<file path="config.mk">
export PLATFORM = sky130hd
export DESIGN_NAME = ddpid_loop
export DESIGN_NICKNAME = d
export VERILOG_FILES = /design/src/design/ddpid_pkg.sv /design/src/design/ddpid_loop.sv
export VERILOG_INCLUDE_DIRS = /design/src /design/src/design
export SDC_FILE = /design/constraint.sdc
export NUM_CORES = 2
export LEC_CHECK = 0
export BUFFER_PORTS_ARGS = -buffer_cell sky130_fd_sc_hd__buf_2
export CAP_MARGIN = 5
export CORE_MARGIN = 5
export CORE_UTILIZATION = 35
export CTS_CLUSTER_DIAMETER = 200
export DETAILED_ROUTE_END_ITERATION = 6
export GPL_TIMING_DRIVEN = 0
export PLACE_DENSITY = 0.59
export SETUP_SLACK_MARGIN = 0.5
export SYNTH_ARGS = -nofsm -noshare
export SYNTH_HDL_FRONTEND = slang
export SYNTH_SLANG_ARGS = --single-unit
</file>
<file path="constraint.sdc">
create_clock -name i_clk -period 23.3 [get_ports i_clk]
set_clock_uncertainty 0.15 [all_clocks]
set_input_delay 4.66 -clock i_clk [delete_from_list [all_inputs] [get_ports i_clk]]
set_output_delay 4.66 -clock i_clk [all_outputs]
set_load 0.05 [all_outputs]
</file>
<file path="src/design/differential_drive_dual_pid_core_defines.svh">
// ============================================================================
// Differential drive dual PID core: assertion macros
// Shared concurrent assertion forms used by the core and by its loop and mixer submodules.
// ============================================================================
`ifndef DIFFERENTIAL_DRIVE_DUAL_PID_CORE_DEFINES_SVH
`define DIFFERENTIAL_DRIVE_DUAL_PID_CORE_DEFINES_SVH

// Checks that the consequent holds in the same cycle as the antecedent.
`define DDPID_ASSERT(label, clk, rst_n, ante, cons) \
    label: assert property (@(posedge clk) disable iff (!rst_n) (ante) |-> (cons)) \
        else $error("ddpid assertion failed");

// Checks that the consequent holds in the cycle after the antecedent.
`define DDPID_ASSERT_NEXT(label, clk, rst_n, ante, cons) \
    label: assert property (@(posedge clk) disable iff (!rst_n) (ante) |=> (cons)) \
        else $error("ddpid assertion failed");

`endif

</file>
<file path="src/design/ddpid_pkg.sv">
// ============================================================================
// Differential drive dual PID package
// Shared types and fixed constants for the dual PID drive controller.
// ============================================================================
package ddpid_pkg;

    localparam int GAIN_W    = 16;
    localparam int IDX_W     = 3;
    localparam int DRIVE_W   = 8;
    localparam int DRIVE_MAX = 100;

    // The loop divisor of twelve is split into four times three.
    localparam int DIV_CONST     = 12;
    localparam int DIV_POW2_BITS = 2;
    localparam int QUOT_W        = 9;
    localparam int RECIP_MUL     = 171;
    localparam int RECIP_SHIFT   = 9;
    localparam int RECIP_PROD_W  = QUOT_W + 8;

    localparam int NUM_STAGES = 9;
    localparam int LANE_RIGHT = 0;
    localparam int LANE_LEFT  = 1;
    localparam int NUM_LANES  = 2;

    typedef enum logic [IDX_W-1:0] {
        REG_LAT_P,
        REG_LAT_I,
        REG_LAT_D,
        REG_TURN_P,
        REG_TURN_I,
        REG_TURN_D
    } t_reg_idx;

    typedef struct packed {
        logic signed [GAIN_W-1:0] kp;
        logic signed [GAIN_W-1:0] ki;
        logic signed [GAIN_W-1:0] kd;
    } t_gains;

    typedef struct packed {
        logic ld_in;
        logic ld_avg;
        logic ld_err;
        logic ld_state;
        logic ld_prod;
        logic ld_acc;
        logic ld_mix;
        logic ld_mag;
        logic ld_out;
    } t_pipe_ctl;

endpackage

</file>
<file path="src/design/ddpid_loop.sv">
// ============================================================================
// Differential drive dual PID loop
// Holds the previous error and the saturating error sum of one loop, and
// forms the weighted sum of the proportional, integral and derivative terms.
// ============================================================================
`include "differential_drive_dual_pid_core_defines.svh"

module ddpid_loop import ddpid_pkg::*; #(
    parameter int ERR_W     = 25,
    parameter int SUM_WIDTH = 40,
    parameter int ACC_W     = 58
) (
    input  logic                    i_clk,
    input  logic                    i_rst_n,
    input  t_pipe_ctl               i_ctl,
    input  logic signed [ERR_W-1:0] i_err,
    input  t_gains                  i_gains,
    output logic signed [ACC_W-1:0] o_acc
);

    localparam int DER_W = ERR_W + 1;
    localparam int ADD_W = (SUM_WIDTH > ERR_W ? SUM_WIDTH : ERR_W) + 1;
    localparam logic signed [ADD_W-1:0] SUM_MAX = (ADD_W'(1) <<< (SUM_WIDTH - 1)) - 1;
    localparam logic signed [ADD_W-1:0] SUM_MIN = -SUM_MAX - 1;

    logic signed [ERR_W-1:0]     r_last;
    logic signed [SUM_WIDTH-1:0] r_sum;
    logic signed [ERR_W-1:0]     r_e;
    logic signed [DER_W-1:0]     r_d;
    logic signed [SUM_WIDTH-1:0] r_s;

    logic signed [ERR_W+GAIN_W-1:0]     r_pe;
    logic signed [DER_W+GAIN_W-1:0]     r_pd;
    logic signed [SUM_WIDTH+GAIN_W-1:0] r_ps;
    logic signed [ACC_W-1:0]            r_acc;

    logic signed [DER_W-1:0]     w_deriv;
    logic signed [ADD_W-1:0]     w_sum_ext;
    logic signed [SUM_WIDTH-1:0] w_sum_sat;

    assign w_deriv   = DER_W'(i_err) - DER_W'(r_last);
    assign w_sum_ext = ADD_W'(r_sum) + ADD_W'(i_err);

    always_comb begin
        if (w_sum_ext > SUM_MAX) begin
            w_sum_sat = SUM_MAX[SUM_WIDTH-1:0];
        end else if (w_sum_ext < SUM_MIN) begin
            w_sum_sat = SUM_MIN[SUM_WIDTH-1:0];
        end else begin
            w_sum_sat = w_sum_ext[SUM_WIDTH-1:0];
        end
    end

    always_ff @(posedge i_clk) begin
        if (!i_rst_n) begin
            r_last <= '0;
            r_sum  <= '0;
        end else if (i_ctl.ld_state) begin
            r_last <= i_err;
            r_sum  <= w_sum_sat;
        end
    end

    always_ff @(posedge i_clk) begin
        if (i_ctl.ld_state) begin
            r_e <= i_err;
            r_d <= w_deriv;
            r_s <= w_sum_sat;
        end
        if (i_ctl.ld_prod) begin
            r_pe <= r_e * $signed(i_gains.kp);
            r_pd <= r_d * $signed(i_gains.kd);
            r_ps <= r_s * $signed(i_gains.ki);
        end
        if (i_ctl.ld_acc) begin
            r_acc <= ACC_W'(r_pe) + ACC_W'(r_pd) + ACC_W'(r_ps);
        end
    end

    assign o_acc = r_acc;

    // A positive error never lowers the running sum.
    `DDPID_ASSERT_NEXT(a_sum_rises, i_clk, i_rst_n, i_ctl.ld_state && (i_err > 0), r_sum >= $past(r_sum))

endmodule

</file>
## Word level (Yosys, flattened, before mapping)

Cells that the tools add are included.

- Order comparisons: 2
- Add/subtract/negate cells: 4
- Mux-type cells: 2
- Multiply operators: 3

Operators by type and width:

| kind | count |
|---|---|
| two-way mux 40 bit | 2 |
| adder 43 x 56 -> 57 bit | 1 |
| multiplier 40 x 16 -> 56 bit | 1 |
| adder 41 x 42 -> 43 bit | 1 |
| multiplier 26 x 16 -> 42 bit | 1 |
| adder 40 x 25 -> 41 bit | 1 |
| > comparator 41 x 40 -> 1 bit, second input constant | 1 |
| less-than comparator 41 x 40 -> 1 bit, second input constant | 1 |
| multiplier 25 x 16 -> 41 bit | 1 |
| subtractor 25 x 25 -> 26 bit | 1 |

- Output and inout port bits: 58
- Input port bits: 84
- Register bits: 353

## Logic depth before layout (Yosys ltp)

- Depth after elaboration: 4
- Mapped depth: 26
- Mapped depth without buffers: 24

## Least setup slack after synthesis

Ideal clock, no wire load.

- Path kind: input -> register
- Start: input i_gains[33] in the netlist's numbering
- End: register r_pe[38] (data pin)
- Path slack: 12279 ps
- Buffers on the path: 1
- Arrival: 10613 ps
- Stages: 24
- Cell sequence: clkbuf_1 -> nand2_1 -> fa_1 -> inv_1 -> fa_1 -> fa_1 -> inv_1 -> fa_1 -> inv_1 -> fa_1 -> inv_1 -> fa_1 -> inv_1 -> ha_1 -> a21o_1 -> a21o_1 -> a2111oi_0 -> nor3_1 -> o311ai_2 -> o31ai_1 -> a2111oi_0 -> o21bai_1 -> a21oi_1 -> xnor2_1

- Word-level cells in the longest chain between the ends: 1

RTL lines:

| element | line | RTL |
|---|---|---|
| from (decl) | ddpid_loop.sv:17 | `input t_gains i_gains,` |
| multiplier 25 x 16 -> 41 bit | ddpid_loop.sv:71 | `r_pe <= r_e * $signed(i_gains.kp);` |
| to (signal assigned) | ddpid_loop.sv:71 |  |
| to (decl) | ddpid_loop.sv:32 | `logic signed [ERR_W+GAIN_W-1:0] r_pe;` |

Every way passes these cells.
A chain may end at the register's enable or synchronous reset.

## Worst setup path after layout

Same ends and word-level chain as after synthesis.

==> metrics <==
CTS tree=yes; Setup TNS=0 ns; CTS Buf Count=43; initial antenna violation count=16; commonest cells after routing, fill and taps aside=inv_1 (1765), fa_1 (1447), nand2_1 (1008), and2_1 (498), ha_1 (452); Worst Setup Start Kind=input port; register area share after synthesis=14.2%; Worst-Skew Late Latency=0.64 ns; FF+latch area=around 9900 µm²; Crit Path Class=input port to flip-flop; IO Pins=142; met2 Usage GRT=33.7%; Core Area=a little under 200000 µm²; main flop type after synthesis=edfxtp_1; crit path capture type=flip-flop; vias in the first global route=54.7k; placed wire-length estimate=179000 µm; DRT Pass-1 Iters=7; Max Clk Rate=81.2 MHz; status=complete, but fails checks; Slew headroom=10.8%; initial DRC count=3804; worst-margin pin slew=around 1.3 ns; commonest non-fill, non-tap cell in the layout=inv_1; Rows=163; via count=51.1k; most frequent CP cell=fa_1; Worst Path Required=23.41 ns; Syn Nets=approximately 9.4k; final cell count without fillers=10.3k; Max Root-Sink Buffers=3; Vias/cell=4.98; dpl cells=10.2k; CP top delay family=adder cells; M1 GR Usage=27.1%; filler instances=19.8k; Global Route Usage Sum=20.7%; Multi-input gate area=51900 µm²; layout cells sized above 1=about 3.2%; Post-synth ARST share=0%; Root Buffer=clkbuf_16; RSZ-0062 raised after global routing=no; Yosys cell types=91; nets=9564; mapped cell area=69600 µm²; Yosys reg bits=352; Final GP Congestion=0.949; Worst Path Max Fanout=10; die width=456 µm; wire per inst=20.7 µm; synthesis-to-finish area growth=7.73%; violated checks=design-rule violations; Fin. Hold Viols=0; slowest CP cell=xnor2_1; post-CTS setup repair buffer count=0; Clk pin slew, worst setup/hold paths=0.06 ns; GR peak layer=met2; syn avg cell area=9.38 µm²; largest net degree at the start of global routing=89; H-tree levels=2; Yosys warnings=0; Worst Path Buf+Inv=7; CTS Hold Bufs=0; port bufs=between 100 and 150; first-pass GRT wire length=331000 µm; WP data arrival=between 10 and 15 ns; antenna-violating nets left=0; grt met3 use=under 10%; die height=between 400 and 500 µm; Syn Inst Count=7421; critical path's largest stage delay=between 0.7 and 0.8 ns; Final Setup Violations=0; DRC Markers=3; final wirelength=roughly 210000 µm; CP cell instances=buf_2 -> clkbuf_1 -> nand2_1 -> fa_1 -> inv_1 -> fa_1 -> inv_1 -> fa_1 -> inv_1 -> fa_1 -> fa_1 -> inv_1 -> fa_1 -> inv_1 -> ha_1 -> and4_1 -> nand3_1 -> a21oi_1 -> o311ai_2 -> o31ai_1 -> a2111oi_0 -> o21bai_1 -> a21oi_1 -> xnor2_1; grt total ovfl=0; clock sink count=352; Max Cap Viol=0; Post-synth EDFFs=287; HP Class=flip-flop to flip-flop; period utilization=52.9%; Die ar.=208000 µm²; post-CTS sizing=0; fin. max-slew vios=0; Tmin final=approximately 12 ns; Starting Density=35.2%
worst register-to-register path, delay by kind of cell, from the launching register on:
family	cells	cell delay (ns)
AO/OA/AOI/OAI	8	2.33
XOR/XNOR	1	0.45
adder cells (fa/ha/maj)	7	3.48
buffers and inverters	6	0.84
flip-flops	1	0.60
AND/OR/NAND/NOR	2	0.35
routing by layer:
| metal | vias up | wire length (µm) |
|---|---|---|
| li1 | 22843 | - |
| met1 | 26167 | 87600 |
| met2 | 1730 | 97900 |
| met3 | 370 | 14300 |
| met4 | 6 | 12200 |
| met5 | - | 41 |
cell type report:
cell class,count,share of cell area (%)
Clock inverter,27,0.434
Clock buffer,50,1.47
Antenna cell,8,0.0267
Tap cell,2640,4.40
Multi-Input combinational cell,5017,69.3
Timing Repair Buffer,115,0.842
Inverter,1769,8.85
Sequential cell,352,13.2
Buffer,283,1.48
synth_stat cells, drive strengths merged, types with 14 or more instances:
| master | number | area share (%) |
|---|---|---|
| fa | 1447 | 42 |
| mux2i | 27 | 0.39 |
| nand2b | 43 | 0.39 |
| clkbuf | 261 | 1.4 |
| a211oi | 36 | 0.43 |
| nand3 | 58 | 0.42 |
| a21o | 125 | 1.3 |
| and2 | 498 | 4.5 |
| a31oi | 31 | 0.29 |
| inv | 1766 | 9.5 |
| o211ai | 19 | 0.20 |
| a21boi | 14 | 0.15 |
| buf | 22 | 0.18 |
| nor2b | 27 | 0.24 |
| xor2 | 76 | 0.96 |
| o21ai | 166 | 1.2 |
| ha | 452 | 8.1 |
| o21a | 30 | 0.32 |
| dfxtp | 65 | 1.9 |
| and3 | 27 | 0.24 |
| a22o | 27 | 0.34 |
| nor2 | 234 | 1.3 |
| nand4 | 20 | 0.18 |
| a21oi | 247 | 1.8 |
| o21bai | 47 | 0.51 |
| nor3 | 47 | 0.35 |
| nand2 | 1008 | 5.4 |
| xnor2 | 166 | 2.1 |
| edfxtp | 287 | 12 |
sequential cells by signal, summed over array words and instances, names as in the netlist:
| signal | flops |
|---|---|
| r_pd | 42 |
| r_d | 26 |
| o_acc | 57 |
| r_e | 25 |
| r_ps | 56 |
| r_last | 25 |
| r_sum | 40 |
| r_pe | 41 |
| r_s | 40 |
cells by family after synthesis:
kind of cell / count (synthesis) / synth area share, %
buffers and inverters: 2052 / 11.1
AND/OR/NAND/NOR: 1999 / 13.4
adder cells (fa/ha/maj): 1906 / 49.8
AO/OA/AOI/OAI: 842 / 7.94
flip-flops: 352 / 14.2
XOR/XNOR: 242 / 3.04
multiplexers: 28 / 0.404
final timing paths:
path	from	endpoint	slack [ns]	cells after the start
max	i_gains[33]	r_pe[38]	10.98	24
min	r_sum[18]	r_sum[18]	0.33	1
min reg2reg	r_sum[18]	r_sum[18]	0.33	1
max reg2reg	r_e[8]	r_pe[38]	14.75	24
stage by stage:
| stage | setup WS, ns | hold slack (ns) | util, % | area, µm² |
|---|---|---|---|---|
| after detailed placement | 10.37 | 0.318 | 37.2 | 73600 |
| after global placement | 10.43 | 0.308 | 37.2 | 73500 |
| after global routing | 10.68 | 0.349 | 37.9 | 75000 |
| after CTS | 11.01 | 0.333 | 37.9 | 75000 |
| final | 10.98 | 0.334 | 38.0 | 75000 |
| after floorplan | 12.28 | 0.290 | - | 69600 |
Power is left out: the tool's default activity adds up to more than one toggle a clock period on the data nets, which glitch-free logic cannot reach.
