`src/design/differential_drive_dual_pid_core_defines.svh`:
```
// ============================================================================
// Differential drive dual PID core: assertion macros
// Shared concurrent assertion forms used by the core and by its loop and mixer submodules.
// ============================================================================
`ifndef DIFFERENTIAL_DRIVE_DUAL_PID_CORE_DEFINES_SVH
`define DIFFERENTIAL_DRIVE_DUAL_PID_CORE_DEFINES_SVH

// Checks that the consequent holds in the same cycle as the antecedent.
`define DDPID_ASSERT(label, clk, rst_n, ante, cons) \
    label: assert property (@(posedge clk) disable iff (!rst_n) (ante) |-> (cons)) \
        else $error("ddpid assertion failed");

// Checks that the consequent holds in the cycle after the antecedent.
`define DDPID_ASSERT_NEXT(label, clk, rst_n, ante, cons) \
    label: assert property (@(posedge clk) disable iff (!rst_n) (ante) |=> (cons)) \
        else $error("ddpid assertion failed");

`endif

```
`src/design/ddpid_pkg.sv`:
```
// ============================================================================
// Differential drive dual PID package
// Shared types and fixed constants for the dual PID drive controller.
// ============================================================================
package ddpid_pkg;

    localparam int GAIN_W    = 16;
    localparam int IDX_W     = 3;
    localparam int DRIVE_W   = 8;
    localparam int DRIVE_MAX = 100;

    // The loop divisor of twelve is split into four times three.
    localparam int DIV_CONST     = 12;
    localparam int DIV_POW2_BITS = 2;
    localparam int QUOT_W        = 9;
    localparam int RECIP_MUL     = 171;
    localparam int RECIP_SHIFT   = 9;
    localparam int RECIP_PROD_W  = QUOT_W + 8;

    localparam int NUM_STAGES = 9;
    localparam int LANE_RIGHT = 0;
    localparam int LANE_LEFT  = 1;
    localparam int NUM_LANES  = 2;

    typedef enum logic [IDX_W-1:0] {
        REG_LAT_P,
        REG_LAT_I,
        REG_LAT_D,
        REG_TURN_P,
        REG_TURN_I,
        REG_TURN_D
    } t_reg_idx;

    typedef struct packed {
        logic signed [GAIN_W-1:0] kp;
        logic signed [GAIN_W-1:0] ki;
        logic signed [GAIN_W-1:0] kd;
    } t_gains;

    typedef struct packed {
        logic ld_in;
        logic ld_avg;
        logic ld_err;
        logic ld_state;
        logic ld_prod;
        logic ld_acc;
        logic ld_mix;
        logic ld_mag;
        logic ld_out;
    } t_pipe_ctl;

endpackage

```
`src/design/ddpid_mix.sv`:
```
// ============================================================================
// Differential drive dual PID output mixer
// Combines the two loop sums into right and left power, scales them to
// whole percent with truncation toward zero and clamps them to the range.
// ============================================================================
`include "differential_drive_dual_pid_core_defines.svh"

module ddpid_mix import ddpid_pkg::*; #(
    parameter int ACC_W          = 58,
    parameter int GAIN_FRAC_BITS = 8
) (
    input  logic                      i_clk,
    input  logic                      i_rst_n,
    input  t_pipe_ctl                 i_ctl,
    input  logic signed [ACC_W-1:0]   i_lat_acc,
    input  logic signed [ACC_W-1:0]   i_turn_acc,
    output logic signed [DRIVE_W-1:0] o_right_drive,
    output logic signed [DRIVE_W-1:0] o_left_drive
);

    localparam int MIX_W = ACC_W + 1;
    localparam logic [MIX_W-1:0] LIMIT = MIX_W'(DRIVE_MAX * DIV_CONST) << GAIN_FRAC_BITS;
    localparam int QUOT_LSB = GAIN_FRAC_BITS + DIV_POW2_BITS;

    logic signed [MIX_W-1:0]   r_mix   [NUM_LANES];
    logic                      r_neg   [NUM_LANES];
    logic                      r_clamp [NUM_LANES];
    logic [QUOT_W-1:0]         r_quot  [NUM_LANES];
    logic signed [DRIVE_W-1:0] r_drive [NUM_LANES];

    logic [MIX_W-1:0]        w_mag   [NUM_LANES];
    logic [RECIP_PROD_W-1:0] w_prod  [NUM_LANES];
    logic [DRIVE_W-1:0]      w_q     [NUM_LANES];
    logic signed [DRIVE_W-1:0] w_drive [NUM_LANES];

    always_ff @(posedge i_clk) begin
        if (i_ctl.ld_mix) begin
            r_mix[LANE_RIGHT] <= MIX_W'(i_lat_acc) + MIX_W'(i_turn_acc);
            r_mix[LANE_LEFT]  <= MIX_W'(i_lat_acc) - MIX_W'(i_turn_acc);
        end
    end

    // The magnitude is shifted by the power-of-two part of the divisor; the
    // remaining division by three uses a reciprocal that is exact below 512.
    always_comb begin
        for (int i = 0; i < NUM_LANES; i++) begin
            w_mag[i]   = r_mix[i][MIX_W-1] ? MIX_W'(-r_mix[i]) : MIX_W'(r_mix[i]);
            w_prod[i]  = RECIP_PROD_W'(r_quot[i]) * RECIP_PROD_W'(RECIP_MUL);
            w_q[i]     = r_clamp[i] ? DRIVE_W'(DRIVE_MAX) : w_prod[i][RECIP_SHIFT +: DRIVE_W];
            w_drive[i] = r_neg[i] ? -w_q[i] : w_q[i];
        end
    end

    always_ff @(posedge i_clk) begin
        for (int i = 0; i < NUM_LANES; i++) begin
            if (i_ctl.ld_mag) begin
                r_neg[i]   <= r_mix[i][MIX_W-1];
                r_clamp[i] <= (w_mag[i] >= LIMIT);
                r_quot[i]  <= w_mag[i][QUOT_LSB +: QUOT_W];
            end
            if (i_ctl.ld_out) begin
                r_drive[i] <= w_drive[i];
            end
        end
    end

    assign o_right_drive = r_drive[LANE_RIGHT];
    assign o_left_drive  = r_drive[LANE_LEFT];

    `DDPID_ASSERT(a_right_range, i_clk, i_rst_n, $past(i_ctl.ld_out), (o_right_drive >= -DRIVE_MAX) && (o_right_drive <= DRIVE_MAX))
    `DDPID_ASSERT(a_left_range, i_clk, i_rst_n, $past(i_ctl.ld_out), (o_left_drive >= -DRIVE_MAX) && (o_left_drive <= DRIVE_MAX))
    `DDPID_ASSERT_NEXT(a_right_clamp, i_clk, i_rst_n, i_ctl.ld_out && r_clamp[LANE_RIGHT], (o_right_drive == DRIVE_MAX) || (o_right_drive == -DRIVE_MAX))

endmodule

```
`config.mk`:
```
export PLATFORM = sky130hd
export DESIGN_NAME = ddpid_mix
export DESIGN_NICKNAME = d
export VERILOG_FILES = /design/src/design/ddpid_pkg.sv /design/src/design/ddpid_mix.sv
export VERILOG_INCLUDE_DIRS = /design/src /design/src/design
export SDC_FILE = /design/constraint.sdc
export NUM_CORES = 1
export LEC_CHECK = 0
export BUFFER_PORTS_ARGS = -buffer_cell sky130_fd_sc_hd__buf_2
export CORE_UTILIZATION = 55
export DETAILED_ROUTE_END_ITERATION = 10
export GPL_TIMING_DRIVEN = 0
export PLACE_DENSITY = 0.82
export SYNTH_ARGS = -nofsm -noshare
export SYNTH_HDL_FRONTEND = slang
export SYNTH_SLANG_ARGS = --single-unit
```
`constraint.sdc`:
```
create_clock -name i_clk -period 8.27 [get_ports i_clk]
set_input_delay 0.827 -clock i_clk [delete_from_list [all_inputs] [get_ports i_clk]]
set_output_delay 0.827 -clock i_clk [all_outputs]
set_load 0.03 [all_outputs]
```
* Word level (Yosys, flattened, before mapping)
Memories as Yosys holds them, arrays and structs flattened.
Cells that the tools add are included.
** Word-level totals
- ROM bits :: 0
- Register bits :: 0
- Input bits :: 127
- Bits in latches :: 0
- Output and inout bits :: 16
- Memories kept :: 5
- Word-level logic and storage cells :: 27
- RAM bits :: 156
** Cells by class
- Div/mod/pow operators :: 0
- Shift-type cells :: 0
- Multipliers :: 2
- Muxes and demuxes :: 12
- Magnitude comparators :: 2
- Equality and inequality tests :: 0
- Reductions and logical operators :: 0
- Bitwise logic cells :: 0
- Add/subtract/negate cells :: 6
** Memory list
- r_mix :: words 2, width 59, read ports 2, clocked after Yosys merged registers in 0, write ports 2, RTL line ddpid_mix.sv:25 : logic signed [MIX_W-1:0] r_mix [NUM_LANES];
- r_quot :: words 2, width 9, read ports 2, clocked after Yosys merged registers in 0, write ports 2, RTL line ddpid_mix.sv:28 : logic [QUOT_W-1:0] r_quot [NUM_LANES];
- r_drive :: words 2, width 8, read ports 2, clocked after Yosys merged registers in 0, write ports 2, RTL line ddpid_mix.sv:29 : logic signed [DRIVE_W-1:0] r_drive [NUM_LANES];
- r_clamp :: words 2, width 1, read ports 2, clocked after Yosys merged registers in 0, write ports 2, RTL line ddpid_mix.sv:27 : logic r_clamp [NUM_LANES];
- r_neg :: words 2, width 1, read ports 2, clocked after Yosys merged registers in 0, write ports 2, RTL line ddpid_mix.sv:26 : logic r_neg [NUM_LANES];
** Operators with widths (count)
- $ge 59x19->1 const B :: 2
- $mux 59 :: 2
- $neg 59->59 :: 2
- $add 58x58->59 :: 1
- $sub 58x58->59 :: 1
- $mul 9x8->17 const B :: 2
- $mux 8 :: 4
- $neg 8->8 :: 2
- $mux 1 :: 6

* Depth between registers and ports, before layout
- Depth in word-level cells :: 4
- Depth in mapped cells :: 16

* Least setup slack after synthesis
OpenSTA, ideal clock, no wires.
- Path type :: register -> register
- Start :: memory r_quot[0][1]
- End :: memory r_drive[0][7], data pin
- Required time :: 8.008 ns
- Clock period less this slack :: 4.574 ns
- Cell stages (with the launch flop) :: 14
- Path slack :: 3.696 ns
- Arrival time :: 4.312 ns
- Setup time :: 0.262 ns
- Buffers on the path :: 0
- Cell sequence :: edfxtp_1 ha_1 fa_1 fa_1 fa_1 ha_1 a2111o_1 o31ai_1 o21ai_0 o41ai_1 xnor2_1 nand2b_1 o31ai_1 xnor2_1
** RTL lines (RTL line)
- start, declared :: ddpid_mix.sv:28
- end, declared :: ddpid_mix.sv:29

==> metrics <==
RSZ-0062 raised after global routing false; Total Neg Setup Slack 0 ns; hold_sp r_mix[0][58]; DRT Wirelength between 50000 and 60000 um; Clock H-tree levels 4; Tcrit/Tclk final between 60% and 70%; most common flop cell mapped by yosys edfxtp_1; most frequent cells in the layout 215 x inv_1, 207 x ha_1, 166 x nor2_1, 155 x edfxtp_1, 149 x a21oi_1; Mapped Area approximately 18000 um2; hold violation count in the final report 0; Post-synth EDFFs 155; row count 65; cts repair resizes 0; DRC Markers 0; Hold WC Path Type reg2reg; critical path arrival around 5.5 ns; grt ovf 0; Peak VDD IR around 0.23 mV; Max Buffers Root-to-Sink 2; Routability Congestion approximately 0.99; die area around 33000 um2; clock latency on the worst-skew pair 0.44 ns; first-pass GRT wire length about 80000 um; Worst Skew ~0.011 ns; R2R Path End r_drive[0][7]; area added between synthesis and finish 10.19%; run status finished clean; worst-path cell chain ha_1 -> fa_1 -> fa_1 -> fa_1 -> ha_1 -> a2111o_1 -> o31ai_1 -> o21ai_0 -> o41ai_1 -> xnor2_1 -> nand2b_1 -> o31ai_1 -> xnor2_1; Nets 2578; initial antenna violation count 1; clk sink count about 160; die width between 150 and 200 um; Max Freq 188.4 MHz; Finish-stage setup viols 0; Vias/cell ~6.4; count of cells along the worst register-to-register path 13; P_leak 7.999 nW; clock slew seen by the registers of the worst setup and hold paths ~0.070 ns; largest net degree at the start of global routing just under 70; Req. time, crit path approximately 8.5 ns; reg2reg setup slack 2.96 ns; Core ar. 31470 um2; dpl cells approximately 2600; Initial Util between 50% and 60%; post-DP HPWL 40980 um; Hold Path End r_neg[0][0]; root buf cell clkbuf_16; fin. max-slew vios 0; worst reg2reg path startpoint r_quot[0][1]; hold path depth 0; Worst Tran Pin Value around 1.2 ns; post-route minimum period around 5.3 ns; total track usage between 30% and 40%; vias after detailed routing roughly 17000; Port Buffers roughly 140; Worst path top cell family by delay adder cells; CTS buffer count 17; synthesized area per cell 8.539 um2; proportion of layout cells with a drive suffix above 1 under 10%; largest stage delay on the critical path between 0.6 and 0.7 ns; post-synthesis cell count between 2000 and 2500; # hold bufs at CTS 0; Buf/Inv on CP 0; First-pass DRT Iterations 6; CP Capture Type flip-flop; CTS tree yes; most common cell after layout, fill and taps aside inv_1; vias in the first global route 15550; die height 180.7 um; crit path launch type flip-flop; power per standard cell area ~240 nW/um2; number of synthesized register bits around 160; io pins between 100 and 150; post-synthesis sequential area ratio 26.50%; cell mode on critical path fa_1; WS Path Type reg2reg; Fillers around 2700; final antenna-violating net count 0; critical path peak fanout 4; max cap viols 0; Initial DRC Count ~1500; Worst slew margin about 20%; Post-CTS Setup Inserts 0; Routed WL per cell just under 20 um; Syn Nets between 2000 and 2500; Synth warnings 0; Netlist cell types between 80 and 90; ys async rst share 0%; Worst path slowest cell o31ai_1; Cell Count, Final, Fillers Out between 2000 and 3000
-- sequential cells by signal, indices dropped and copies added (netlist names) --
signal	cells
r_clamp	2
r_quot	18
r_neg	2
r_drive	16
r_mix	117
-- cell families after synthesis --
| kind of cell | share of synthesized area, % |
|---|---|
| AO/OA/AOI/OAI | 21.12 |
| buffers and inverters | 6.333 |
| AND/OR/NAND/NOR | 19.69 |
| adder cells (fa/ha/maj) | 18.39 |
| XOR/XNOR | 7.181 |
| flip-flops | 26.50 |
| multiplexers | 0.7836 |
-- stage by stage --
| stage | hold slack (ns) | worst slack [ns] | utilization, % | instance area (um2) | power [mW] |
|---|---|---|---|---|---|
| global placement | 0.4918 | 2.752 | 59.55 | 18740 | 3.653 |
| detailed placement | 0.4853 | 2.747 | 59.65 | 18770 | 3.783 |
| global route | 0.4995 | 2.728 | 61.49 | 19350 | 4.923 |
| CTS | 0.4953 | 2.962 | 61.49 | 19350 | 4.561 |
| floorplan | 0.4244 | 3.696 | - | 17560 | 3.098 |
| finish | 0.4964 | 2.962 | 61.49 | 19350 | 4.567 |
-- cells in the mapped netlist (17+ instances only) --
cell	count	area [um2]
fa_1	32	640.6
a211oi_1	18	135.1
and3_1	17	106.4
a21oi_1	149	745.7
inv_1	215	807.0
nor3_1	71	355.3
or4_1	23	172.7
a31oi_1	20	125.1
nor4_1	50	312.8
nor2_1	166	623.1
clkbuf_1	69	259.0
nor2b_1	21	131.4
o31ai_1	38	285.3
nand4_1	34	212.7
o21ai_0	92	460.4
edfxtp_1	155	4654
nand2b_1	28	175.2
xnor2_1	114	998.5
nand3_1	50	250.2
ha_1	207	2590
a21o_1	40	300.3
xor2_1	30	262.8
o211ai_1	21	157.7
o21bai_1	30	225.2
nand2_1	93	349.1
or3_1	39	244.0
-- layer usage --
layer  share of wire [%]  global-route usage, %
met1                  43                  41.42
met2                  47                  50.15
met3                 7.7                  3.568
met4                 2.9                  10.50
met5                   0                      0
-- layout make-up --
class / instances / area (um2) / area share (%)
Multi-Input combinational cell: 1606 / 11800 / 60.95
Sequential cell: 155 / 4654 / 24.05
Inverter: 220 / 825.8 / 4.267
Timing Repair Buffer: 136 / 705.7 / 3.646
Tap cell: 402 / 503.0 / 2.599
Clock buffer: 17 / 425.4 / 2.198
Buffer: 76 / 286.5 / 1.480
Clock inverter: 15 / 153.9 / 0.7951
Antenna cell: 1 / 2.502 / 0.01293
-- report_power, final --
group | switching [mW] | internal (mW)
Sequential | 0.175 | 1.10
Combinational | 1.48 | 1.04
Clock | 0.367 | 0.404
Total | 2.02 | 2.54
-- worst max-delay path by stage --
stage	start	to	slack [ns]	cells after the start
6_report	r_quot[0][1]	r_drive[0][7]	2.96	13
5_1_grt	r_quot[0][1]	r_drive[0][7]	2.73	13
4_1_cts	r_quot[0][1]	r_drive[0][7]	2.96	13
3_5_place_dp	i_lat_acc[24]	r_mix[0][56]	2.75	12
3_3_place_gp	i_lat_acc[24]	r_mix[0][56]	2.75	12
2_1_floorplan	r_quot[0][1]	r_drive[0][7]	3.70	13
Note: power is estimated with default switching activity, not from simulation.
