`config.mk`:
```
export PLATFORM = sky130hd
export DESIGN_NAME = ddpid_err
export DESIGN_NICKNAME = d
export VERILOG_FILES = /design/src/design/differential_drive_dual_pid_core_defines.svh /design/src/design/ddpid_pkg.sv /design/src/design/ddpid_err.sv
export SDC_FILE = /design/constraint.sdc
export NUM_CORES = 1
export LEC_CHECK = 0
export BUFFER_PORTS_ARGS = -buffer_cell sky130_fd_sc_hd__buf_2
export CORE_ASPECT_RATIO = 1.1
export CORE_UTILIZATION = 30
export DETAILED_ROUTE_END_ITERATION = 7
export HOLD_SLACK_MARGIN = 0.02
export REMOVE_ABC_BUFFERS = 1
export SYNTH_ARGS = -nofsm -noshare
export SYNTH_HDL_FRONTEND = slang
export SYNTH_SLANG_ARGS = --single-unit
```
`constraint.sdc`:
```
create_clock -name i_clk -period 5.7 [get_ports i_clk]
set_clock_uncertainty 0.2 [all_clocks]
set_input_delay 0.285 -clock i_clk [delete_from_list [all_inputs] [get_ports i_clk]]
set_output_delay 0.285 -clock i_clk [all_outputs]
set_load 0.03 [all_outputs]
```
`src/design/differential_drive_dual_pid_core_defines.svh`:
```
// ============================================================================
// Differential drive dual PID core: assertion macros
// Shared concurrent assertion forms used by the core and by its loop and mixer submodules.
// ============================================================================
`ifndef DIFFERENTIAL_DRIVE_DUAL_PID_CORE_DEFINES_SVH
`define DIFFERENTIAL_DRIVE_DUAL_PID_CORE_DEFINES_SVH

// Checks that the consequent holds in the same cycle as the antecedent.
`define DDPID_ASSERT(label, clk, rst_n, ante, cons) \
    label: assert property (@(posedge clk) disable iff (!rst_n) (ante) |-> (cons)) \
        else $error("ddpid assertion failed");

// Checks that the consequent holds in the cycle after the antecedent.
`define DDPID_ASSERT_NEXT(label, clk, rst_n, ante, cons) \
    label: assert property (@(posedge clk) disable iff (!rst_n) (ante) |=> (cons)) \
        else $error("ddpid assertion failed");

`endif

```
`src/design/ddpid_pkg.sv`:
```
// ============================================================================
// Differential drive dual PID package
// Shared types and fixed constants for the dual PID drive controller.
// ============================================================================
package ddpid_pkg;

    localparam int GAIN_W    = 16;
    localparam int IDX_W     = 3;
    localparam int DRIVE_W   = 8;
    localparam int DRIVE_MAX = 100;

    // The loop divisor of twelve is split into four times three.
    localparam int DIV_CONST     = 12;
    localparam int DIV_POW2_BITS = 2;
    localparam int QUOT_W        = 9;
    localparam int RECIP_MUL     = 171;
    localparam int RECIP_SHIFT   = 9;
    localparam int RECIP_PROD_W  = QUOT_W + 8;

    localparam int NUM_STAGES = 9;
    localparam int LANE_RIGHT = 0;
    localparam int LANE_LEFT  = 1;
    localparam int NUM_LANES  = 2;

    typedef enum logic [IDX_W-1:0] {
        REG_LAT_P,
        REG_LAT_I,
        REG_LAT_D,
        REG_TURN_P,
        REG_TURN_I,
        REG_TURN_D
    } t_reg_idx;

    typedef struct packed {
        logic signed [GAIN_W-1:0] kp;
        logic signed [GAIN_W-1:0] ki;
        logic signed [GAIN_W-1:0] kd;
    } t_gains;

    typedef struct packed {
        logic ld_in;
        logic ld_avg;
        logic ld_err;
        logic ld_state;
        logic ld_prod;
        logic ld_acc;
        logic ld_mix;
        logic ld_mag;
        logic ld_out;
    } t_pipe_ctl;

endpackage

```
`src/design/ddpid_err.sv`:
```
// ============================================================================
// Differential drive dual PID error front end
// Registers the encoder transaction, forms the average position and the
// front wheel difference, and produces the lateral and turn errors.
// ============================================================================
module ddpid_err import ddpid_pkg::*; #(
    parameter int POS_WIDTH = 24
) (
    input  logic                        i_clk,
    input  t_pipe_ctl                   i_ctl,
    input  logic signed [POS_WIDTH-1:0] i_right_front_pos,
    input  logic signed [POS_WIDTH-1:0] i_left_front_pos,
    input  logic signed [POS_WIDTH-1:0] i_left_back_pos,
    input  logic signed [POS_WIDTH-1:0] i_right_back_pos,
    input  logic signed [POS_WIDTH-1:0] i_target_distance,
    input  logic signed [POS_WIDTH-1:0] i_target_turn,
    output logic signed [POS_WIDTH:0]   o_lat_err,
    output logic signed [POS_WIDTH:0]   o_turn_err
);

    localparam int ERR_W  = POS_WIDTH + 1;
    localparam int SUM4_W = POS_WIDTH + 2;

    logic signed [POS_WIDTH-1:0] r_rf, r_lf, r_lb, r_rb, r_td, r_tt;
    logic signed [POS_WIDTH-1:0] r_avg, r_td1, r_tt1;
    logic signed [ERR_W-1:0]     r_diff;
    logic signed [ERR_W-1:0]     r_lat_err, r_turn_err;

    logic signed [SUM4_W-1:0] w_sum4, w_bias, w_biased;
    logic signed [SUM4_W-1:0] w_turn_full;
    logic signed [ERR_W-1:0]  w_turn_sat;

    always_ff @(posedge i_clk) begin
        if (i_ctl.ld_in) begin
            r_rf <= i_right_front_pos;
            r_lf <= i_left_front_pos;
            r_lb <= i_left_back_pos;
            r_rb <= i_right_back_pos;
            r_td <= i_target_distance;
            r_tt <= i_target_turn;
        end
    end

    // A negative sum is biased by three so that the shift truncates toward zero.
    assign w_sum4   = SUM4_W'(r_rf) + SUM4_W'(r_lf) + SUM4_W'(r_lb) + SUM4_W'(r_rb);
    assign w_bias   = {POS_WIDTH'(0), w_sum4[SUM4_W-1], w_sum4[SUM4_W-1]};
    assign w_biased = w_sum4 + w_bias;

    always_ff @(posedge i_clk) begin
        if (i_ctl.ld_avg) begin
            r_avg  <= w_biased[SUM4_W-1:2];
            r_diff <= ERR_W'(r_rf) - ERR_W'(r_lf);
            r_td1  <= r_td;
            r_tt1  <= r_tt;
        end
    end

    assign w_turn_full = SUM4_W'(r_diff) - SUM4_W'(r_tt1);

    always_comb begin
        if (w_turn_full[SUM4_W-1] != w_turn_full[SUM4_W-2]) begin
            w_turn_sat = {w_turn_full[SUM4_W-1], {(ERR_W-1){~w_turn_full[SUM4_W-1]}}};
        end else begin
            w_turn_sat = w_turn_full[ERR_W-1:0];
        end
    end

    always_ff @(posedge i_clk) begin
        if (i_ctl.ld_err) begin
            r_lat_err  <= ERR_W'(r_avg) - ERR_W'(r_td1);
            r_turn_err <= w_turn_sat;
        end
    end

    assign o_lat_err  = r_lat_err;
    assign o_turn_err = r_turn_err;

endmodule

```
### Word-level counts from Yosys, hierarchy flattened

Index checks and enable logic that the tools add are counted.

* mux-type cells: 1
* add/subtract/negate cells: 7
* equality and inequality tests: 1
* bitwise logic cells: 1

Operators by type and width (count)
* 24-bit by 24-bit subtractor with 25-bit output: 2
* 25-bit by 24-bit adder with 26-bit output: 1
* 26-bit by 24-bit adder with 26-bit output: 1
* 26-bit by 3-bit adder with 26-bit output: 1
* 25-bit by 24-bit subtractor with 26-bit output: 1
* 24-bit by 24-bit adder with 25-bit output: 1
* 25-bit 2-to-1 mux: 1
* 1-bit inequality test: 1
* 1-bit NOT: 1

* input bits: 154
* register bits after elaboration: 291

### Logic depth before layout (Yosys ltp)

Gate-level depths: netlist of run 1.

* depth in word-level cells: 4
* mapped depth: 19
* mapped depth without buffers: 19

### Least setup slack after synthesis of run 1

No wires, ideal clock.

* path type: register to register
* start point: reg r_lf[1]
* end point: reg r_avg[17], data pin
* cell stages (with the launch flop): 20
* path buffers: 0
* setup slack: 220 ps
* library setup time: 281 ps
* data required time: 5219 ps
* data arrival time: 4999 ps
* period minus slack after synthesis: 5480 ps
* cell sequence: edfxtp_1 > inv_1 > fa_1 > fa_1 > inv_1 > ha_1 > fa_1 > a211oi_1 > o21a_1 > nor4_2 > o31a_2 > a311oi_4 > inv_1 > ha_1 > and3_1 > nand4b_4 > a2111oi_4 > mux2i_1 > and4b_1 > o2111ai_1

* cells in the longest elaborated chain, start to end: 4

RTL lines
* from (decl): line ddpid_err.sv:24 `logic signed [POS_WIDTH-1:0] r_rf, r_lf, r_lb, r_rb, r_td, r_tt;`
* from (signal assigned): line ddpid_err.sv:36 `r_lf <= i_left_front_pos;`
* 24-bit by 24-bit adder with 25-bit output: line ddpid_err.sv:45 `assign w_sum4 = SUM4_W'(r_rf) + SUM4_W'(r_lf) + SUM4_W'(r_lb) + SUM4_W'(r_rb);`
* 25-bit by 24-bit adder with 26-bit output: line ddpid_err.sv:45
* 26-bit by 24-bit adder with 26-bit output: line ddpid_err.sv:45
* 26-bit by 3-bit adder with 26-bit output: line ddpid_err.sv:47 `assign w_biased = w_sum4 + w_bias;`
* via w_biased[19]: line ddpid_err.sv:29 `logic signed [SUM4_W-1:0] w_sum4, w_bias, w_biased;`
* to (signal assigned): line ddpid_err.sv:51 `r_avg <= w_biased[SUM4_W-1:2];`
* to (decl): line ddpid_err.sv:25 `logic signed [POS_WIDTH-1:0] r_avg, r_td1, r_tt1;`

The timed path passes the listed nets, and every way through them passes these cells.
A chain may end at the register's enable or synchronous reset.

### Final worst setup path of run 1

Ends and elaborated chain as after synthesis.

==> flow_summary.json, run 1 <==
{
  "grt_pass1_vias": 11495,
  "overflow": 0,
  "startpoint_type": "register",
  "p_sw_mw": 3.58,
  "slew_viol_final": 0,
  "grt_max_degree": 79,
  "start_util_pct": 30.6,
  "relSlewSlack_pct": 36.5,
  "path_clk_slew_ns": 0.06,
  "vias_per_cell": 4.56,
  "synthTopCellsByArea": "edfxtp_1 (54%), ha_1 (7.7%), fa_1 (6.5%)",
  "rrSetupSlack_ns": 0.32,
  "seq_area_frac_synth_pct": 54.2,
  "ys_seq_elements": 291,
  "period_share_pct": 94.4,
  "antenna_cells": 0,
  "ir_worst_vdd_v": 0.000202,
  "ant_nets": 0,
  "p_sw_share_pct": 38.1,
  "yosys.cell_count.top_type": "edfxtp_1",
  "grt_pass1_wl_mm": 59.4,
  "yosysWarnings": 0,
  "critical_path_class": "reg -> reg",
  "ys_async_sr_fraction_pct": 0,
  "pwr-share-clk_pct": 21.6,
  "cp_data_arrival_time_ns": 5.45,
  "port_buffers": 197,
  "cts-root-buf": "clkbuf_16",
  "synth_top_area_share_pct": 54.2,
  "max_freq_mhz": 186,
  "wl_mm": 38.0,
  "die_w_um": 223,
  "area_growth_pct": 26.9,
  "cp-end-kind": "register",
  "grt_usage_pct": 14.1,
  "drive_gt1_share_pct": 17.0,
  "synth_ff_type": "edfxtp_1",
  "r2r_start": "r_lf[1]",
  "crit_end": "r_avg[17]",
  "p_per_area_nw_per_um2": 459,
  "cp_max_fo": 6,
  "placed_cell_area_um2": 18000,
  "dpl.hpwl_mm": 28.6,
  "cts_tree": "built",
  "synth_edf_count": 291,
  "clockBufferDepth": 3,
  "ys_top_cells_by_count": "edfxtp_1 (291), inv_1 (226), ha_1 (99), a21oi_1 (74), xnor2_1 (68)",
  "rows": 88,
  "power.leakage_nw": 8.69,
  "grt_antenna_before_repair": 3,
  "vias": 10902,
  "pwr-share-seq_pct": 33.2,
  "synth_top_cell_by_area": "edfxtp_1",
  "synth_area_um2": 16100,
  "tns_ns": 0,
  "core-area_um2": 52700,
  "hp-class": "in -> reg",
  "critical_path.startpoint": "r_lf[1]",
  "io_pins": 204,
  "cts_inserted_buffers": 34,
  "rr_worst_depth": 20,
  "min_period_ns": 5.38,
  "pwr-share-comb_pct": 45.1,
  "yosysUniqueCellTypes": 82,
  "syn_avg_cell_area_um2": 12.2,
  "drt_iter0_markers": 566,
  "dr.pass1.iters": 5,
  "postLayoutCellArea_um2": 20500,
  "finalSetupViolCount": 0,
  "clock-sinks": 291,
  "worstPathRequired_ns": 5.76,
  "rsz0062_at_grt": "false",
  "dieHeight_um": 245,
  "drc": 0,
  "p_int_mw": 5.82,
  "wl_per_cell_um": 15.9,
  "outcome": "finished, final reports clean",
  "cap_violations": 0,
  "insertion_delay_ns": 0.53,
  "htreeDepth": 2,
  "tightest_slew_ns": 0.941,
  "gp_congestion": 0.841,
  "netlist_instances": 1317,
  "dieArea_um2": 54700,
  "final_net_count": 1996,
  "r2r_end": "r_avg[17]",
  "final_hold_viol_count": 0
}
[final cells by class]
class                           instances  area [µm²]
Fill cell                            5009       32300
Sequential cell                       291        8740
Multi-Input combinational cell        782        6460
Timing Repair Buffer                  355        2540
Clock buffer                           45         913
Inverter                              227         853
Tap cell                              675         845
Clock inverter                         15         115
[routing by layer]
| layer | global-route usage, % | vias up | share of wire (%) | wire length (µm) |
|---|---|---|---|---|
| met5 | 0 | - | 0 | 0 |
| met4 | 5.96 | 0 | 3.8 | 1430 |
| met3 | 2.51 | 76 | 3.7 | 1400 |
| met2 | 25.7 | 229 | 51 | 19500 |
| met1 | 16.0 | 5167 | 41 | 15600 |
| li1 | - | 5430 | - | - |
[flip-flops by register name, summed over array words and instances, names as in the netlist]
name,flops
r_td,24
o_turn_err,25
r_tt,24
r_rb,24
r_lb,24
r_avg,24
r_lf,24
o_lat_err,25
r_rf,24
r_tt1,24
r_td1,24
r_diff,25
[logic make-up after synthesis]
group | synth area share, %
AO/OA/AOI/OAI | 11.2
XOR/XNOR | 5.44
adder cells (fa/ha/maj) | 14.6
buffers and inverters | 5.88
flip-flops | 54.2
multiplexers | 0.551
AND/OR/NAND/NOR | 8.19
[cells in the final DEF, fill, tap and decap left out, drive strengths merged, types with 12 or more instances in the layout]
cell type / Yosys / final
a21o: 28 / 28
a21oi: 77 / 77
buf: 10 / 210
clkbuf: 7 / 45
dlygate4sd3: 0 / 145
edfxtp: 291 / 291
fa: 52 / 52
ha: 99 / 99
inv: 226 / 230
nand2: 52 / 52
nand2b: 15 / 15
nand3: 24 / 24
nor2: 59 / 59
nor2b: 16 / 16
nor3: 32 / 32
o21a: 17 / 17
o21ai: 48 / 48
o21bai: 12 / 12
xnor2: 68 / 68
xor2: 30 / 30
[power by group through the flow]
stage	Sequential (mW)	Clock, mW	Combinational [mW]
6_report	3.13	2.04	4.24
5_1_grt	3.16	2.19	4.71
4_1_cts	3.14	2.11	4.26
3_5_place_dp	3.18	0	4.17
3_3_place_gp	3.18	0	4.10
2_1_floorplan	3.41	0	2.74
[critical path: stages, from the launching register on]
cell	delay [ns]
edfxtp_1	0.40
inv_1	0.11
fa_1	0.44
fa_1	0.54
inv_1	0.06
ha_1	0.25
fa_2	0.36
a211oi_2	0.26
o21a_2	0.20
nor4_4	0.07
o31a_2	0.31
a311oi_4	0.22
inv_1	0.08
ha_1	0.30
and3_1	0.21
nand4b_4	0.13
a2111oi_4	0.29
buf_4	0.20
mux2i_1	0.17
and4b_1	0.21
o2111ai_1	0.11
[per-stage QoR]
step                      utilization, %  hold WS, ns  std cells  power, mW  setup WS (ns)
after detailed placement            34.0        0.205       2183       7.35          0.106
after global placement              34.0        0.203       2183       7.28         0.0813
after CTS                           38.7       0.0849       2388       9.52         0.0857
after floorplan                        -        0.184       1300       6.15          0.220
final                               38.8       0.0566       2390       9.40          0.317
after global routing                38.8       0.0828       2390       10.1         0.0176
[how the worst min path moves through the flow]
stage                  startpoint   endpoint  slack [ns]  depth (start not counted)
6_report                 i_ctl[8]    r_td[4]        0.06                          1
5_1_grt                  i_ctl[8]    r_td[4]        0.08                          1
4_1_cts                  i_ctl[8]    r_td[7]        0.08                          1
2_1_floorplan  i_left_back_pos[0]    r_lb[0]        0.18                          0
3_5_place_dp             r_td[11]  r_td1[11]        0.20                          0
3_3_place_gp              r_td[2]   r_td1[2]        0.20                          0
[repair_timing]
item | in CTS | in global routing
hold buffers | 145 | 0
endpoints found under the setup margin | 0 | 7
resized for setup | 0 | 6
hold endpoints to repair | 150 | 0
setup buffers | 0 | 2
Power figures use the tool's default switching activity.
==> run 2, diff against run 1 <==
--- a/config.mk
+++ b/config.mk
@@ -6,8 +6,9 @@
 export NUM_CORES = 1
 export LEC_CHECK = 0
 export BUFFER_PORTS_ARGS = -buffer_cell sky130_fd_sc_hd__buf_2
-export CORE_ASPECT_RATIO = 1.1
+export CORE_ASPECT_RATIO = 1.5
 export CORE_UTILIZATION = 30
+export CTS_BUF_LIST = sky130_fd_sc_hd__clkbuf_8
 export DETAILED_ROUTE_END_ITERATION = 7
 export HOLD_SLACK_MARGIN = 0.02
 export REMOVE_ABC_BUFFERS = 1
==> flow_summary.json, run 2 (synthesis results as in run 1) <==
{
  "io_pins": 204,
  "clock-sinks": 291,
  "period_share_pct": 95.0,
  "rows": 103,
  "dr.pass1.iters": 5,
  "vias": 11021,
  "drt_iter0_markers": 452,
  "place_ws_ns": 0.0794,
  "grt_antenna_before_repair": 3,
  "cts_inserted_buffers": 47,
  "hp-start": "i_ctl[6]",
  "wl_mm": 38.7,
  "gp_congestion": 0.834,
  "power.leakage_nw": 8.69,
  "vias_per_cell": 4.55,
  "r2r_start": "r_lf[1]",
  "grt_pass1_wl_mm": 60.2,
  "tns_ns": 0,
  "drc": 0,
  "grt_pass1_vias": 11693,
  "max_freq_mhz": 185,
  "core-area_um2": 52800,
  "final_common_cell": "edfxtp_1",
  "grt_usage_pct": 14.4,
  "r2r_end": "r_avg[22]",
  "cp_max_fo": 5,
  "htreeDepth": 2,
  "ant_nets": 0,
  "placed_cell_area_um2": 18000,
  "whs_endpoint": "o_lat_err[22]",
  "start_util_pct": 30.5,
  "cts-root-buf": "clkbuf_8",
  "rr_worst_depth": 21,
  "hp-class": "in -> reg",
  "dieHeight_um": 286,
  "area_growth_pct": 26.8,
  "relSlewSlack_pct": 39.1,
  "slew_viol_final": 0,
  "final_net_count": 2009,
  "total_power_mw": 9.22,
  "grt_max_degree": 97,
  "cp-end-kind": "register",
  "insertion_delay_ns": 0.64,
  "setup_ws_ns": 0.287,
  "outcome": "finished, final reports clean",
  "whs_ns": 0.0874,
  "clockBufferDepth": 3,
  "worstPathRequired_ns": 5.88,
  "postLayoutCellArea_um2": 20500,
  "finalSetupViolCount": 0,
  "overflow": 0,
  "ir_worst_vdd_v": 0.000207,
  "critical_path_class": "reg -> reg",
  "port_buffers": 197,
  "die_w_um": 191,
  "min_period_ns": 5.41,
  "drive_gt1_share_pct": 18.4,
  "cp_data_arrival_time_ns": 5.59,
  "startpoint_type": "register",
  "rrSetupSlack_ns": 0.29,
  "cts_tree": "built",
  "hold_depth": 2,
  "final_hold_viol_count": 0,
  "cap_violations": 0,
  "tightest_slew_ns": 0.913,
  "rsz0062_at_grt": "false",
  "wl_per_cell_um": 16.0,
  "dieArea_um2": 54700,
  "final_cell_mix": "edfxtp_1 (291), inv_1 (232), buf_2 (195)",
  "dpl.hpwl_mm": 29.7,
  "path_clk_slew_ns": 0.07,
  "p_per_area_nw_per_um2": 451
}
## run 2: changes by cell type in the layout (fill, tap and decap cells not counted), moves of 2 or more
| cell | change |
|---|---|
| clkinv_1 | +6 |
| inv_6 | -4 |
| ha_4 | +2 |
| clkbuf_8 | +48 |
| inv_1 | +7 |
| clkbuf_1 | -10 |
| bufinv_16 | +3 |
| clkbuf_16 | -34 |
| clkinv_2 | +4 |
| ha_1 | -7 |
| ha_2 | +5 |
## run 2: timing repair
item	CTS	global route
buffers inserted	0	4
endpoints found under the hold margin	178	0
resized for setup	0	20
endpoints found under the setup margin	0	5
hold buffers	145	0
## run 2: worst max-delay path, stage by stage (launching register included)
cell and delay [ns]:
edfxtp_1 0.43, inv_2 0.09, fa_1 0.44, fa_1 0.53
inv_1 0.05, ha_2 0.20, fa_2 0.35, a211oi_2 0.26
o21a_2 0.21, nor4_4 0.07, o31a_2 0.31, a311oi_4 0.23
inv_1 0.08, ha_1 0.30, and3_4 0.20, nand4b_4 0.12
a2111oi_4 0.40, clkbuf_16 0.21, buf_4 0.13, o2111ai_2 0.16
nor2_1 0.15, xnor2_1 0.07
## run 2: cell type report
type | instances | area, µm²
timing repair buffer | 355 | 2560
multi-input combinational | 782 | 6510
antenna | 1 | 2.50
fill | 5086 | 32400
clock inverter | 35 | 274
inverter | 227 | 855
clock buffer | 48 | 661
tap | 682 | 853
sequential | 291 | 8740
## run 2: how the worst max path moves through the flow
stage	from	to	cells after the start
CTS	r_lf[1]	r_avg[17]	20
global route	r_rf[1]	r_avg[17]	20
floorplan	r_lf[1]	r_avg[17]	19
global placement	r_lf[1]	r_avg[17]	20
detailed placement	r_lf[1]	r_avg[17]	20
finish	r_lf[1]	r_avg[22]	21
## run 2: power breakdown
group          switching, mW  internal (mW)  leakage (nW)  total (mW)
Combinational           2.55           1.70          5.35        4.25
Sequential             0.183           2.97          2.84        3.15
Clock                  0.850          0.972         0.506        1.82
## run 2: metrics by stage
| step | utilization, % | std cells |
|---|---|---|
| after global routing | 38.7 | 2421 |
| after CTS | 38.5 | 2416 |
| after detailed placement | 34.0 | 2188 |
| after floorplan | - | 1300 |
| final | 38.7 | 2421 |
| after global placement | 34.0 | 2188 |
## run 2: per-layer routing
metal	wire length, µm	share of wire (%)	track usage (%)	vias to the layer above
met4	2080	5.4	8.37	2
met1	14600	38	14.8	5210
met5	13	0.034	0	-
met3	1330	3.4	2.23	93
met2	20600	53	27.2	254
li1	-	-	-	5462
